--- src/hdl/fab_pkg.sv ---
// fab_pkg: shared types and constants for the fit block allocator
// request and response payloads, fit modes, controller states, register map
// no dependencies
`timescale 1ns / 1ps

package fab_pkg;

    localparam int BLOCKS_DEF    = 8;
    localparam int SIZE_BITS_DEF = 16;
    localparam int ADDR_W        = 3;
    localparam int DATA_W        = 32;

    localparam logic [3:0] COUNT_RESET = 4'd8;

    localparam logic CMD_LOAD  = 1'b0;
    localparam logic CMD_ALLOC = 1'b1;

    localparam logic REG_MODE  = 1'b0;
    localparam logic REG_COUNT = 1'b1;

    typedef enum logic [1:0] {
        FIT_FIRST = 2'd0,
        FIT_WORST = 2'd1,
        FIT_NEXT  = 2'd2
    } fab_mode_t;

    typedef enum logic [1:0] {
        ST_IDLE,
        ST_SCAN,
        ST_PUT
    } fab_state_t;

    typedef struct packed {
        logic        command;
        logic [2:0]  block_index;
        logic [15:0] amount;
    } fab_req_t;

    typedef struct packed {
        logic        granted;
        logic [2:0]  chosen_block;
        logic [15:0] left_in_block;
    } fab_rsp_t;

    // scan record flags carried from cell to cell
    typedef struct packed {
        logic tok;
        logic found;
        logic ahead;
    } fab_flags_t;

endpackage

--- src/hdl/fab_cell.sv ---
// fab_cell: one table entry of the allocator chain
// holds one free size and updates the passing scan record one hop per cycle
// depends on fab_pkg
`timescale 1ns / 1ps

module fab_cell
    import fab_pkg::*;
#(
    parameter int BLOCKS    = BLOCKS_DEF,
    parameter int SIZE_BITS = SIZE_BITS_DEF,
    parameter int CELL_IDX  = 0
) (
    input  logic                       aclk,
    input  logic                       aresetn,
    input  logic [1:0]                 mode,
    input  logic [$clog2(BLOCKS)-1:0]  start,
    input  logic                       in_use,
    input  logic [SIZE_BITS-1:0]       req,
    input  logic                       wr_en,
    input  logic [SIZE_BITS-1:0]       wr_data,
    input  fab_flags_t                 flags_in,
    input  logic [$clog2(BLOCKS)-1:0]  idx_in,
    input  logic [SIZE_BITS-1:0]       size_in,
    output fab_flags_t                 flags_out,
    output logic [$clog2(BLOCKS)-1:0]  idx_out,
    output logic [SIZE_BITS-1:0]       size_out
);

    localparam int IDX_W = $clog2(BLOCKS);
    localparam logic [IDX_W-1:0] MY_IDX = IDX_W'(CELL_IDX);

    logic [SIZE_BITS-1:0] free_reg, free_next;
    fab_flags_t           flags_reg, flags_next;
    logic [IDX_W-1:0]     idx_reg, idx_next;
    logic [SIZE_BITS-1:0] size_reg, size_next;
    logic                 fits;
    logic                 ahead_here;
    logic                 take;

    assign fits       = in_use && (free_reg >= req);
    assign ahead_here = MY_IDX >= start;

    always_comb begin
        case (mode)
            FIT_WORST: take = fits && (!flags_in.found || (size_in < free_reg));
            FIT_NEXT:  take = fits && (!flags_in.found || (!flags_in.ahead && ahead_here));
            default:   take = fits && !flags_in.found;
        endcase
    end

    always_comb begin
        free_next        = wr_en ? wr_data : free_reg;
        flags_next.tok   = flags_in.tok;
        flags_next.found = flags_in.found || take;
        flags_next.ahead = take ? ahead_here : flags_in.ahead;
        idx_next         = take ? MY_IDX : idx_in;
        size_next        = take ? free_reg : size_in;
    end

    always_ff @(posedge aclk) begin
        if (!aresetn) begin
            free_reg  <= '0;
            flags_reg <= '0;
        end else begin
            free_reg  <= free_next;
            flags_reg <= flags_next;
        end
    end

    always_ff @(posedge aclk) begin
        idx_reg  <= idx_next;
        size_reg <= size_next;
    end

    assign flags_out = flags_reg;
    assign idx_out   = idx_reg;
    assign size_out  = size_reg;

endmodule

--- src/hdl/fit_block_allocator.sv ---
// fit_block_allocator: top level, controller, config registers and cell chain
// depends on fab_pkg and fab_cell
//
//  channel  ports            payload     direction
//  request  s_valid/s_ready  fab_req_t   in
//  result   m_valid/m_ready  fab_rsp_t   out
//  config   psel..pready     32 bit APB  in/out
//
// a load: entry and result register written on acceptance, then put, then idle
// an allocate: scan through the chain, write-back of the winner, then put, then idle
// the scan record walks the cell chain one cell a cycle, then the winner is written back
// one request is in flight at a time; the result register frees the input side
// reset clears the table, pointer and registers at once, no clearing pass
// a stalled result holds in the output register and the finished result behind it
`timescale 1ns / 1ps

module fit_block_allocator
    import fab_pkg::*;
#(
    parameter int BLOCKS    = BLOCKS_DEF,
    parameter int SIZE_BITS = SIZE_BITS_DEF
) (
    input  logic              aclk,
    input  logic              aresetn,
    input  logic              s_valid,
    output logic              s_ready,
    input  fab_req_t          s_data,
    output logic              m_valid,
    input  logic              m_ready,
    output fab_rsp_t          m_data,
    input  logic              psel,
    input  logic              penable,
    input  logic              pwrite,
    input  logic [ADDR_W-1:0] paddr,
    input  logic [DATA_W-1:0] pwdata,
    output logic [DATA_W-1:0] prdata,
    output logic              pready
);

    localparam int IDX_W = $clog2(BLOCKS);

    fab_state_t           state_reg, state_next;
    logic [1:0]           mode_reg, mode_next;
    logic [3:0]           count_reg, count_next;
    logic [IDX_W-1:0]     next_ptr_reg, next_ptr_next;
    logic                 launch_reg, launch_next;
    logic [SIZE_BITS-1:0] req_reg, req_next;
    logic [IDX_W-1:0]     start_reg, start_next;
    fab_rsp_t             res_reg, res_next;
    logic                 m_valid_reg, m_valid_next;
    fab_rsp_t             m_data_reg, m_data_next;

    logic                 in_acc;
    logic                 cfg_wr;
    logic                 put_go;
    logic                 finish;
    logic                 fin_found;
    logic [IDX_W-1:0]     fin_idx;
    logic [SIZE_BITS-1:0] fin_size;
    logic [SIZE_BITS-1:0] left_full;
    logic [SIZE_BITS-1:0] amt;
    logic [SIZE_BITS-1:0] wr_data;

    fab_flags_t           flag_c [0:BLOCKS];
    logic [IDX_W-1:0]     idx_c  [0:BLOCKS];
    logic [SIZE_BITS-1:0] size_c [0:BLOCKS];
    logic [BLOCKS-1:0]    use_mask;
    logic [BLOCKS-1:0]    wr_en;

    assign in_acc    = s_valid && s_ready;
    assign cfg_wr    = psel && penable && pwrite && pready;
    assign amt       = SIZE_BITS'(s_data.amount);
    assign finish    = flag_c[BLOCKS].tok;
    assign fin_found = flag_c[BLOCKS].found;
    assign fin_idx   = idx_c[BLOCKS];
    assign fin_size  = size_c[BLOCKS];
    assign left_full = fin_size - req_reg;
    assign wr_data   = (state_reg == ST_SCAN) ? left_full : amt;

    // next state
    always_comb begin
        state_next = state_reg;
        case (state_reg)
            ST_IDLE: begin
                if (in_acc) begin
                    state_next = (s_data.command == CMD_ALLOC) ? ST_SCAN : ST_PUT;
                end
            end
            ST_SCAN: begin
                if (finish) begin
                    state_next = ST_PUT;
                end
            end
            ST_PUT: begin
                if (!m_valid_reg || m_ready) begin
                    state_next = ST_IDLE;
                end
            end
            default: state_next = ST_IDLE;
        endcase
    end

    // controller outputs
    always_comb begin
        s_ready = 1'b0;
        put_go  = 1'b0;
        case (state_reg)
            ST_IDLE: s_ready = 1'b1;
            ST_SCAN: s_ready = 1'b0;
            ST_PUT:  put_go  = !m_valid_reg || m_ready;
            default: s_ready = 1'b0;
        endcase
    end

    // datapath next values
    always_comb begin
        launch_next   = in_acc && (s_data.command == CMD_ALLOC);
        req_next      = in_acc ? amt : req_reg;
        start_next    = start_reg;
        if (in_acc) begin
            start_next = (32'(next_ptr_reg) < 32'(count_reg)) ? next_ptr_reg : '0;
        end
        next_ptr_next = next_ptr_reg;
        if (finish && fin_found && (mode_reg == FIT_NEXT)) begin
            next_ptr_next = fin_idx;
        end
        res_next = res_reg;
        if (in_acc && (s_data.command == CMD_LOAD)) begin
            res_next.granted       = 1'b1;
            res_next.chosen_block  = s_data.block_index;
            res_next.left_in_block = 16'(amt);
        end else if (finish) begin
            if (fin_found) begin
                res_next.granted       = 1'b1;
                res_next.chosen_block  = 3'(fin_idx);
                res_next.left_in_block = 16'(left_full);
            end else begin
                res_next = '0;
            end
        end
        m_valid_next = put_go ? 1'b1 : (m_ready ? 1'b0 : m_valid_reg);
        m_data_next  = put_go ? res_reg : m_data_reg;
    end

    // config registers
    always_comb begin
        mode_next  = mode_reg;
        count_next = count_reg;
        if (cfg_wr) begin
            if (paddr[2] == REG_MODE) begin
                mode_next = pwdata[1:0];
            end else begin
                count_next = pwdata[3:0];
            end
        end
    end

    assign pready = 1'b1;
    assign prdata = (paddr[2] == REG_COUNT) ? DATA_W'(count_reg) : DATA_W'(mode_reg);

    always_ff @(posedge aclk) begin
        if (!aresetn) begin
            state_reg    <= ST_IDLE;
            mode_reg     <= FIT_FIRST;
            count_reg    <= COUNT_RESET;
            next_ptr_reg <= '0;
            launch_reg   <= 1'b0;
            m_valid_reg  <= 1'b0;
        end else begin
            state_reg    <= state_next;
            mode_reg     <= mode_next;
            count_reg    <= count_next;
            next_ptr_reg <= next_ptr_next;
            launch_reg   <= launch_next;
            m_valid_reg  <= m_valid_next;
        end
    end

    always_ff @(posedge aclk) begin
        req_reg    <= req_next;
        start_reg  <= start_next;
        res_reg    <= res_next;
        m_data_reg <= m_data_next;
    end

    assign m_valid = m_valid_reg;
    assign m_data  = m_data_reg;

    // head of the chain
    assign flag_c[0] = '{tok: launch_reg, found: 1'b0, ahead: 1'b0};
    assign idx_c[0]  = '0;
    assign size_c[0] = '0;

    for (genvar i = 0; i < BLOCKS; i++) begin : g_cell
        assign use_mask[i] = 32'(i) < 32'(count_reg);
        assign wr_en[i] = (in_acc && (s_data.command == CMD_LOAD)
                              && (32'(s_data.block_index) == 32'(i)))
                       || (finish && fin_found && (fin_idx == IDX_W'(i)));

        fab_cell #(
            .BLOCKS    (BLOCKS),
            .SIZE_BITS (SIZE_BITS),
            .CELL_IDX  (i)
        ) u_cell (
            .aclk      (aclk),
            .aresetn   (aresetn),
            .mode      (mode_reg),
            .start     (start_reg),
            .in_use    (use_mask[i]),
            .req       (req_reg),
            .wr_en     (wr_en[i]),
            .wr_data   (wr_data),
            .flags_in  (flag_c[i]),
            .idx_in    (idx_c[i]),
            .size_in   (size_c[i]),
            .flags_out (flag_c[i+1]),
            .idx_out   (idx_c[i+1]),
            .size_out  (size_c[i+1])
        );
    end

endmodule

--- config.mk ---
export PLATFORM = sky130hd
export DESIGN_NAME = fit_block_allocator
export DESIGN_NICKNAME = d
export VERILOG_FILES = /design/src/hdl/fab_pkg.sv /design/src/hdl/fab_cell.sv /design/src/hdl/fit_block_allocator.sv
export SDC_FILE = /design/constraint.sdc
export NUM_CORES = 1
export LEC_CHECK = 0
export BUFFER_PORTS_ARGS = -buffer_cell sky130_fd_sc_hd__buf_4
export CAP_MARGIN = 0
export CORE_UTILIZATION = 28
export CTS_BUF_LIST = sky130_fd_sc_hd__clkbuf_16
export DETAILED_ROUTE_END_ITERATION = 10
export PLACE_DENSITY = 0.45
export SYNTH_ARGS = -nofsm -noshare
export SYNTH_HDL_FRONTEND = slang
export SYNTH_HIERARCHICAL = 1
export SYNTH_SLANG_ARGS = --single-unit
--- constraint.sdc ---
create_clock -name aclk -period 3.6 [get_ports aclk]
set_input_delay 0.36 -clock aclk [delete_from_list [all_inputs] [get_ports aclk]]
set_output_delay 0.36 -clock aclk [all_outputs]
set_load 0.01 [all_outputs]
==> Word-level counts from Yosys, hierarchy flattened <==
Index checks and enable logic that the tools add are counted.
{ "word_totals": {"reg_bits": 372, "latchBits": 0, "ramBits": 0, "mem_bits_ro": 0, "inputBits": 62, "n_memories": 0} }
{ "classes": {"add_sub_neg": 1, "multipliers": 0, "div": 0, "n_lt_le_gt_ge": 32, "n_eq_ne": 21, "n_shift": 0, "n_mux": 35, "bitwise_logic": 2, "reduce_logical": 113} }
{ "ops": {"columns": ["operator", "n"], "rows": [
  ["$ge A16 B16 Y1", 8],
  ["$mux W16", 8],
  ["$lt A16 B16 Y1", 7],
  ["$logic_and A1 B1 Y1", 59],
  ["$mux W19", 2],
  ["$logic_or A1 B1 Y1", 30],
  ["$eq A3 B3 Y1 const B", 8],
  ["$mux W20", 1],
  ["$lt A3 B4 Y1 const A", 4],
  ["$sub A16 B16 Y16", 1],
  ["$logic_not A1 Y1", 15],
  ["$pmux W1 S2", 7],
  ["$eq A3 B2 Y1 const B", 4],
  ["$ge A3 B3 Y1 const A", 4],
  ["$mux W1", 11],
  ["$lt A1 B4 Y1 const A", 2],
  ["$lt A2 B4 Y1 const A", 2],
  ["$mux W2", 4],
  ["$eq A3 B1 Y1 const B", 2],
  ["$ge A1 B3 Y1 const A", 2],
  ["$ge A2 B3 Y1 const A", 2],
  ["$logic_not A3 Y1", 2],
  ["$pmux W2 S3", 1],
  ["$reduce_and A2 Y1", 3],
  ["10 further kinds", 15]
]} }

==> Longest topological paths before layout <==
Gate-level depths: netlist (run 1).
{ "logic_depth": {"ltp_word": 6, "depth_mapped": 11, "mapped_depth_nobuf": 11} }

==> Cells and area by module <==
Netlist (run 1), hierarchy kept.
{ "by_module_without_submodules": {"columns": ["mod", "instances", "cells_each", "area_each_um2", "seq_area_each_um2"], "rows": [
  ["fit_block_allocator", 1, 407, 4174.0, 2021.9],
  ["fab_cell at g_cell[0].u_cell", 1, 216, 2204.6, 760.7],
  ["fab_cell at g_cell[7].u_cell", 1, 210, 2180.8, 760.7],
  ["fab_cell at g_cell[1].u_cell", 1, 217, 2177.1, 760.7],
  ["fab_cell at g_cell[3].u_cell", 1, 212, 2134.5, 760.7],
  ["fab_cell at g_cell[5].u_cell", 1, 216, 2130.8, 760.7],
  ["fab_cell at g_cell[6].u_cell", 1, 214, 2117.0, 760.7],
  ["fab_cell at g_cell[4].u_cell", 1, 213, 2113.3, 760.7],
  ["fab_cell at g_cell[2].u_cell", 1, 215, 2102.0, 760.7]
]} }

==> Worst setup path after synthesis (run 1) <==
OpenSTA, ideal clock, no wires.
{ "synth_timing": {"path_kind": "register to register", "from": "register req_reg[0]", "to": "register g_cell[5].u_cell.free_reg[12]", "arrival_ns": 2.631, "t_required_ns": 3.472, "slack_ns": 0.841, "path_stages_with_launch": 11, "n_path_buf": 0, "path_cell_list": "edfxtp_1 ha_1 inv_1 fa_1 a21o_1 a221oi_4 nor3_2 or4_4 a31o_2 mux2i_1 nor2_1"} }
{ "synth_via": {"elab_chain_cells": 2} }
{ "synth_lines": {"columns": ["element", "line", "source"], "rows": [
  ["start, declared", "fit_block_allocator.sv:47", "logic [SIZE_BITS-1:0] req_reg, req_next;"],
  ["start signal, assigned", "fit_block_allocator.sv:180", "req_reg <= req_next;"],
  ["$sub A16 B16 Y16", "fit_block_allocator.sv:77", "assign left_full = fin_size - req_reg;"],
  ["$mux W16", "fit_block_allocator.sv:78", "assign wr_data = (state_reg == ST_SCAN) ? left_full : amt;"],
  ["via wr_data[12]", "fit_block_allocator.sv:62", "logic [SIZE_BITS-1:0] wr_data;"],
  ["end signal, assigned", "fab_cell.sv:65", "free_reg <= free_next;"],
  ["end, declared", "fab_cell.sv:32", "logic [SIZE_BITS-1:0] free_reg, free_next;"]
]} }
The timed path passes the listed nets, and every way through them passes these cells.
A chain may end at the register's enable or synchronous reset.

==> Worst setup path after layout (run 1) <==
{ "layout_timing": {"from": "register req_reg[14]", "to": "register g_cell[0].u_cell.free_reg[15]"} }
{ "layout_via": {"elab_chain_cells": 2} }
{ "layout_lines": {"columns": ["element", "line"], "rows": [
  ["$sub A16 B16 Y16", "fit_block_allocator.sv:77"],
  ["$mux W16", "fit_block_allocator.sv:78"],
  ["via wr_data[15]", "fit_block_allocator.sv:62"],
  ["end signal, assigned", "fab_cell.sv:65"],
  ["end, declared", "fab_cell.sv:32"]
]} }
The timed path passes the listed nets, and every way through them passes these cells.

==> results of run 1 <==
-- final timing paths --
kind                                                              from                                          to  slack (ns)
worst max register to register                   req_reg[14]$_DFFE_PP_  g_cell[0].u_cell/free_reg[15]$_SDFFE_PN0P_        0.35
worst min-delay path                                         pwdata[2]                   count_reg[2]$_SDFFE_PN0P_        0.05
worst max-delay path                             req_reg[14]$_DFFE_PP_  g_cell[0].u_cell/free_reg[15]$_SDFFE_PN0P_        0.35
worst min register to register  g_cell[1].u_cell/idx_out[1]$_SDFF_PP0_      g_cell[2].u_cell/idx_out[1]$_SDFF_PP1_        0.41
-- through the flow --
stage	instance area [sq um]	std cells	hold WS, ns	power, uW
floorplan	21600	2184	0.386	5640
global placement	23300	3190	0.401	6230
detailed placement	23300	3190	0.399	6250
CTS	24900	3291	0.0132	10700
global route	24900	3291	0.0442	11100
finish	24900	3291	0.0496	10600
-- routing by layer --
| layer | vias to the layer above | global-route usage [%] |
|---|---|---|
| met2 | 180 | 26.8 |
| met3 | 96 | 1.91 |
| met1 | 7000 | 19.0 |
| li1 | 7593 | - |
| met5 | - | 0 |
| met4 | 0 | 6.29 |
-- power by group --
part           switching [uW]  total, uW  internal (uW)  leakage (uW)
registers                 161       4640           4480       0.00316
clock network            1900       4400           2500      0.000718
logic                     891       1530            644       0.00656
-- layout make-up --
type | instances | area (sq um) | area share (%)
clock inverter | 39 | 287 | 1.15
tap | 969 | 1210 | 4.87
inverter | 294 | 1100 | 4.44
sequential | 375 | 8090 | 32.5
multi-input combinational | 1430 | 11900 | 47.8
clock buffer | 45 | 1130 | 4.53
timing repair buffer | 139 | 1160 | 4.67
-- layout by cell type (no fill, tap or decap), types with 7 or more instances in the layout --
cell,n
sky130_fd_sc_hd__mux2_4,74
sky130_fd_sc_hd__or3_1,7
sky130_fd_sc_hd__a2111oi_0,9
sky130_fd_sc_hd__nor3_1,19
sky130_fd_sc_hd__mux2_2,32
sky130_fd_sc_hd__and4_1,9
sky130_fd_sc_hd__o21a_1,23
sky130_fd_sc_hd__o21ai_1,8
sky130_fd_sc_hd__clkbuf_16,45
sky130_fd_sc_hd__clkinv_1,10
sky130_fd_sc_hd__a211oi_1,12
sky130_fd_sc_hd__dfxtp_1,317
sky130_fd_sc_hd__or2_2,11
sky130_fd_sc_hd__o21ai_0,59
sky130_fd_sc_hd__ha_1,274
sky130_fd_sc_hd__nand2b_1,22
sky130_fd_sc_hd__mux2i_1,145
sky130_fd_sc_hd__a21o_1,25
sky130_fd_sc_hd__and2_1,17
sky130_fd_sc_hd__nand2_1,120
sky130_fd_sc_hd__dlygate4sd3_1,17
sky130_fd_sc_hd__mux2_1,24
sky130_fd_sc_hd__clkinv_2,12
sky130_fd_sc_hd__nand3_1,30
sky130_fd_sc_hd__a21oi_1,93
sky130_fd_sc_hd__o31ai_1,7
sky130_fd_sc_hd__conb_1,68
sky130_fd_sc_hd__nand4_1,31
sky130_fd_sc_hd__buf_4,116
sky130_fd_sc_hd__nor2_1,50
sky130_fd_sc_hd__nor2b_1,136
sky130_fd_sc_hd__inv_1,299
sky130_fd_sc_hd__edfxtp_1,58
-- critical path, delay by kind of cell (launching register included) --
family / cells / cell delay [ns]
and+or+nand+nor: 3 / 0.79
adders and majority gates: 1 / 0.42
AOI/OAI and AO/OA: 3 / 1.06
DFF: 1 / 0.64
buffers and inverters: 1 / 0.09
muxes: 1 / 0.15
==> impl_summary.md, run 1 <==
Critical path
In this design, the stage delay of the slowest critical-path cell is 0.64 ns. The data arrival time of the critical path is 3.77 ns. The capturing element type of the critical path is a flip-flop. The required arrival time at the worst endpoint is 4.12 ns.

The startpoint-to-endpoint class of the critical path is reg -> reg. The signal on the critical path passes through inv_1, ha_1, nand2_1, or4_1, a211oi_1, o31a_1, a211o_1, mux2i_1, nor2b_1. The slowest stage of the critical path belongs to the cell sky130_fd_sc_hd__edfxtp_1. STA classifies the critical path startpoint as a flip-flop.

Of all nets on the critical path, the largest fanout is 8. The number of cells traversed by the worst register-to-register path is 9.

GRT
The global-route congestion overflow total is 0. The wire length of the first global-routing pass is 90,700 microns. The via count of the first global-routing pass is 15.4k.

The total global routing track utilization is 15.4%. The maximum number of pins on one net before global-route repair is 133. The initial antenna violation count is 0.

Drt
The average wire per standard cell is 18.1 microns. Using the TritonRoute via totals, the vias-per-cell ratio works out to 4.52. The count of nets left with antenna violations once routing finished came out at 0.

Summed over all nets, wire length on met3 after detailed routing comes to 1590 microns. After the first detailed-routing iteration, the DRC count stood at 827. The detailed router used layers up to and including met4. The total routed wirelength is 59,500 microns.

The detailed router put a total of 27,100 microns of wire on met1. The number of iterations in the first detailed-routing pass is 4. The number of remaining DRC errors is 0. The overall via count from detail_route is 14.9k. The sum of met2 wire segment lengths after detailed routing is 28,700 microns.

Layout
At the end of the flow, the number of nets in the layout was 2,622. The fraction of layout instances using a drive strength above 1 is 15.1%. Once layout is complete, the utilization of the core stands at 33.2%. The fill cell instance count of the final layout is 7,652. The antenna diode count is 0. Relative to the synthesized area, the layout overhead comes to 16.8%.

Timing
Setup repair after global routing left no endpoint under its margin. The final number of hold-violating endpoints is 0. For the final routed database, the setup TNS stands at 0 ns.

Measured against its own limit, the worst slew margin works out to 21.4%. Of the available clock period, the critical path in the final layout requires 90.3%. The clock skew after layout is 0.0279 ns. Static timing analysis puts the maximum clock frequency at 0.308 GHz.

The final critical path time including I/O delays and setup is 3.25 ns. The transition time of the tightest slew-check pin is 1.18 ns. The number of pins with negative max-slew slack in the final report was 0. The post-layout worst setup margin is 0.349 ns.

The final number of setup-violating endpoints is 0.

CTS
The clock net sink count is 375. The clock reaches the later pin of the worst-skew pair after 0.59 ns. The cell at the root of the clock tree is sky130_fd_sc_hd__clkbuf_16. The maximum level of the CTS H-tree is 2. After clock tree synthesis, the repair step resized 0 gates. Buffers inserted to repair hold after CTS numbered 17. The number of buffers on the longest clock path is 3. The clock transition at the registers of the reported paths is 0.06 ns. The clock buffer count from CTS is 45.

TritonCTS built the clock tree. In this run the post-CTS setup repair buffer count came out at 0.

Yosys
After synthesis, the mean cell area works out to 10.1 sq um. The number of warning messages in the yosys log is 6. The cell area after synthesis is 21,300 sq um. The cell count after synthesis came out at 2,118.

Placement
The number of buffers added on ports is 57. The detailed-placement wirelength estimate is 46,100 microns. The placer's final routability congestion estimate is 0.840.

The worst slack at placement is 0.387 ns.

Job
The tool flagged a number of max-cap violations equal to 0.

Floorplanning
The total area inside the core boundary comes to 74,800 sq um. The number of core rows is 100. The number of top-level pins is 117.

The overall die area is 77,200 sq um. The starting density of the core is 28.5%. The die is 278 microns wide.

In this run the vertical extent of the chip is 278 microns.

Power and ir drop
The power density over cell area is 425 nW/um^2. IR analysis of the VDD net gives a maximum drop of 0.316 mV. The analysis attributes to cell leakage a power of 0.0104 uW.

Min path
The worst hold path passes through 3 cells. The path class of the tightest hold or removal check is in -> reg.

Run status
The flow ran to the end, and the final reports show no timing, DRC or antenna violations.
Note: power is estimated with default switching activity, not from simulation.
==> run 2, diff against run 1 <==
- ABC_AREA: unset -> 1
- CORE_ASPECT_RATIO: unset -> 0.75
- GPL_TIMING_DRIVEN: unset -> 0
==> run 2 against run 1 <==
Net effect: the run now ends with design-rule violations left; sequential power rose by 2%; area after synthesis fell by 0.33%; cell area fell by 0.73%; final cell count rose by 18%; setup slack got worse by 0.13 ns; critical path depth rose by 1; routed wire length rose by 18%; utilization fell by 0.37 points; clock-buffer cell count fell by 4; first-iteration DRC count rose by 59%; non-clock buffer count rose by 47; largest power group unchanged.
==> impl_summary.md, run 2 <==
GRT
The global-route congestion overflow total is 0. For met2 alone, demand over resource in global routing was 27.8%. The global-route met1 utilization is 26.2%. The global routing met3 resource utilization is 4.19%. Entering global routing, the biggest net connects 89 pins. The total global routing track utilization is 18.4%.

After global routing, the most crowded layer is met2. The initial antenna violation count is 11. The via count of the first global-routing pass is 17.1k. The first global-routing pass estimated 104,000 microns of wire.

Critical path
The worst setup path is launched from a flip-flop. The destination of the worst register-to-register timing path is g_cell[2].u_cell/free_reg[6]$_SDFFE_PN0P_. The number of cells traversed by the worst register-to-register path is 10. Of all nets on the critical path, the largest fanout is 9. The capturing element type of the critical path is a flip-flop. Data on the critical path is required at its endpoint by 4.08 ns. Across all register-to-register paths, the minimum setup slack is 0.22 ns. Data arrives at the worst endpoint at 3.86 ns. The startpoint identified for the worst register-to-register timing path is req_reg[5]$_DFFE_PP_. The startpoint-to-endpoint class of the critical path is reg -> reg.

Timing
The number of pins with negative max-slew slack in the final report was 0. Static timing analysis puts the maximum clock frequency at 0.296 GHz. After layout, the worst path uses 93.8% of the clock period.

Setup repair after global routing left no endpoint under its margin. For the final database, setup skew stands at 0.0310 ns. For the pin with the worst max-slew slack, the measured transition is 1.31 ns. The tightest slew margin relative to the limit is 12.9%. The final critical path time including I/O delays and setup is 3.38 ns. The final number of setup-violating endpoints is 0. The final number of hold-violating endpoints was 0. Summed over all failing endpoints, the final setup total negative slack is 0 ns.

CTS
Counting along the longest clock path gives a buffer depth of 3. The clock transition at the registers of the reported paths is 0.06 ns. The clock network latency to the later pin of the worst-skew pair is 0.57 ns. The clock buffer count from CTS is 40. The cell at the root of the clock tree is sky130_fd_sc_hd__clkbuf_16. In this run the number of H-tree levels came out at 2.

TritonCTS built the clock tree. The clock net sink count is 375.

Layout
The net count of the finished layout is 3,199. Leaving out fill and tap cells, the most frequent cell in the layout is sky130_fd_sc_hd__nand2_1. The count of non-filler cells in the finished layout is 3,875. Leaving out fill and tap cells, the most frequent cells in the layout are 541 x sky130_fd_sc_hd__nand2_1, 469 x sky130_fd_sc_hd__inv_1, 317 x sky130_fd_sc_hd__dfxtp_1, 274 x sky130_fd_sc_hd__ha_1, 267 x sky130_fd_sc_hd__a21oi_1. Compared with the post-synthesis result, the final layout area differs by 16.3%. The fill cell instance count of the final layout is 7,949. The fraction of layout instances using a drive strength above 1 is 13.7%.

Floorplanning
The standard cell core area is 75,100 sq um. The die boundary width is 320 microns. The number of core rows is 87.

The die height is 240 microns. The initial utilization of the core area, before any placement, comes to 28.3%. The number of top-level pins is 117.

The floorplan step defined a die boundary enclosing 77,000 sq um.

Power and ir drop
Power spread over the standard cell area amounts to 427 nW/um^2. The post-route total power is 10,500 uW. The worst-case IR drop observed on VDD is 0.307 mV.

The leakage power summed over all cells is 0.0119 uW.

Drt
The number of iterations in the first detailed-routing pass is 8. After detailed routing, the number of remaining DRC violations is 4. Dividing the detail-routed wire length by the instance count gives 18.2 microns.

The routed layout has 17.8k vias. The via-per-instance ratio is 4.59. The total routed wirelength is 70,500 microns.

The count of nets left with antenna violations once routing finished came out at 0. The first-iteration detailed-routing DRC count is 1,311.

Min path
The origin of the worst min-delay path is pwdata[3]. The worst min-delay path class is in -> reg. The worst hold path was traced through 3 stages. The path with the worst hold slack has its endpoint at count_reg[3]$_SDFFE_PN1P_.

Yosys
The number of warning messages in the yosys log is 6. The cell area after synthesis is 21,200 sq um. Synthesis produced 2,660 cells. The mean area per synthesized cell is 7.98 sq um.

Placement
The number of placed instances with taps included is 3,769. Once detailed placement completed, the half-perimeter wirelength came to 53,500 microns. Routability-driven placement finished with a final weighted congestion of 0.868. During placement, the flow inserted port buffers numbering 57.

Run status
The flow ran to the end, but the final reports show violations. The checks that failed: design-rule violations.

Job
The total of max-cap violations is 0.
[run 2: layout make-up]
type	instances	area [sq um]	area share, %
multi-input combinational	1784	10900	44.1
sequential	375	8090	32.8
inverter	475	1790	7.24
tap	979	1220	4.96
clock buffer	41	1030	4.15
timing repair buffer	94	783	3.17
buffer	92	738	2.99
clock inverter	32	154	0.623
antenna	3	7.51	0.0304
[run 2: report_power, final]
| group | switching [uW] | internal [uW] | leakage (uW) |
|---|---|---|---|
| logic | 1260 | 682 | 0.00810 |
| registers | 214 | 4520 | 0.00316 |
| clock network | 1800 | 2070 | 0.000613 |
| total | 3270 | 7270 | 0.0119 |
[run 2: through the flow]
step           worst slack (ns)  util [%]  hold slack (ns)  cell area, sq um
5_1_grt                  0.0197      32.9           0.0734             24700
6_report                  0.222      32.9           0.0646             24700
3_3_place_gp              -1.57      30.8            0.400             23100
2_1_floorplan              1.36         -            0.385             21500
4_1_cts                  0.0811      32.7           0.0443             24600
3_5_place_dp             -0.104      30.9            0.397             23200
[run 2: repair_timing]
item,in CTS,in global routing
setup buffers,2,12
hold buffers,16,0
gates resized for setup,1,0
pin swaps,0,0
setup endpoints to repair,16,22
hold endpoints to repair,16,0
[run 2: worst max path at each step]
stage / start / to / slack [ns]
floorplan: req_reg[0]$_DFFE_PP_ / g_cell[0].u_cell/free_reg[8]$_SDFFE_PN0P_ / 1.36
global placement: req_reg[0]$_DFFE_PP_ / g_cell[0].u_cell/free_reg[8]$_SDFFE_PN0P_ / -1.57
detailed placement: req_reg[12]$_DFFE_PP_ / g_cell[2].u_cell/free_reg[13]$_SDFFE_PN0P_ / -0.10
CTS: req_reg[8]$_DFFE_PP_ / g_cell[2].u_cell/free_reg[13]$_SDFFE_PN0P_ / 0.08
global route: req_reg[13]$_DFFE_PP_ / g_cell[7].u_cell/free_reg[14]$_SDFFE_PN0P_ / 0.02
finish: req_reg[5]$_DFFE_PP_ / g_cell[2].u_cell/free_reg[6]$_SDFFE_PN0P_ / 0.22
[run 2: critical path, cell delays in order (launching register included)]
cell and delay (ns):
sky130_fd_sc_hd__edfxtp_1 0.95, sky130_fd_sc_hd__inv_1 0.11, sky130_fd_sc_hd__ha_1 0.38, sky130_fd_sc_hd__nand2_1 0.08, sky130_fd_sc_hd__nand3b_1 0.18, sky130_fd_sc_hd__nand2_1 0.16, sky130_fd_sc_hd__xor2_1 0.22, sky130_fd_sc_hd__nand2_1 0.07
sky130_fd_sc_hd__nand2_1 0.73, sky130_fd_sc_hd__o21ai_0 0.23, sky130_fd_sc_hd__a21oi_1 0.16
[run 2: per-layer routing]
layer  vias to the layer above  share of wire (%)
li1                       8965                  -
met1                      8310                 48
met2                       450                 42
met3                        76                8.2
met4                         0                1.8
met5                         -                  0
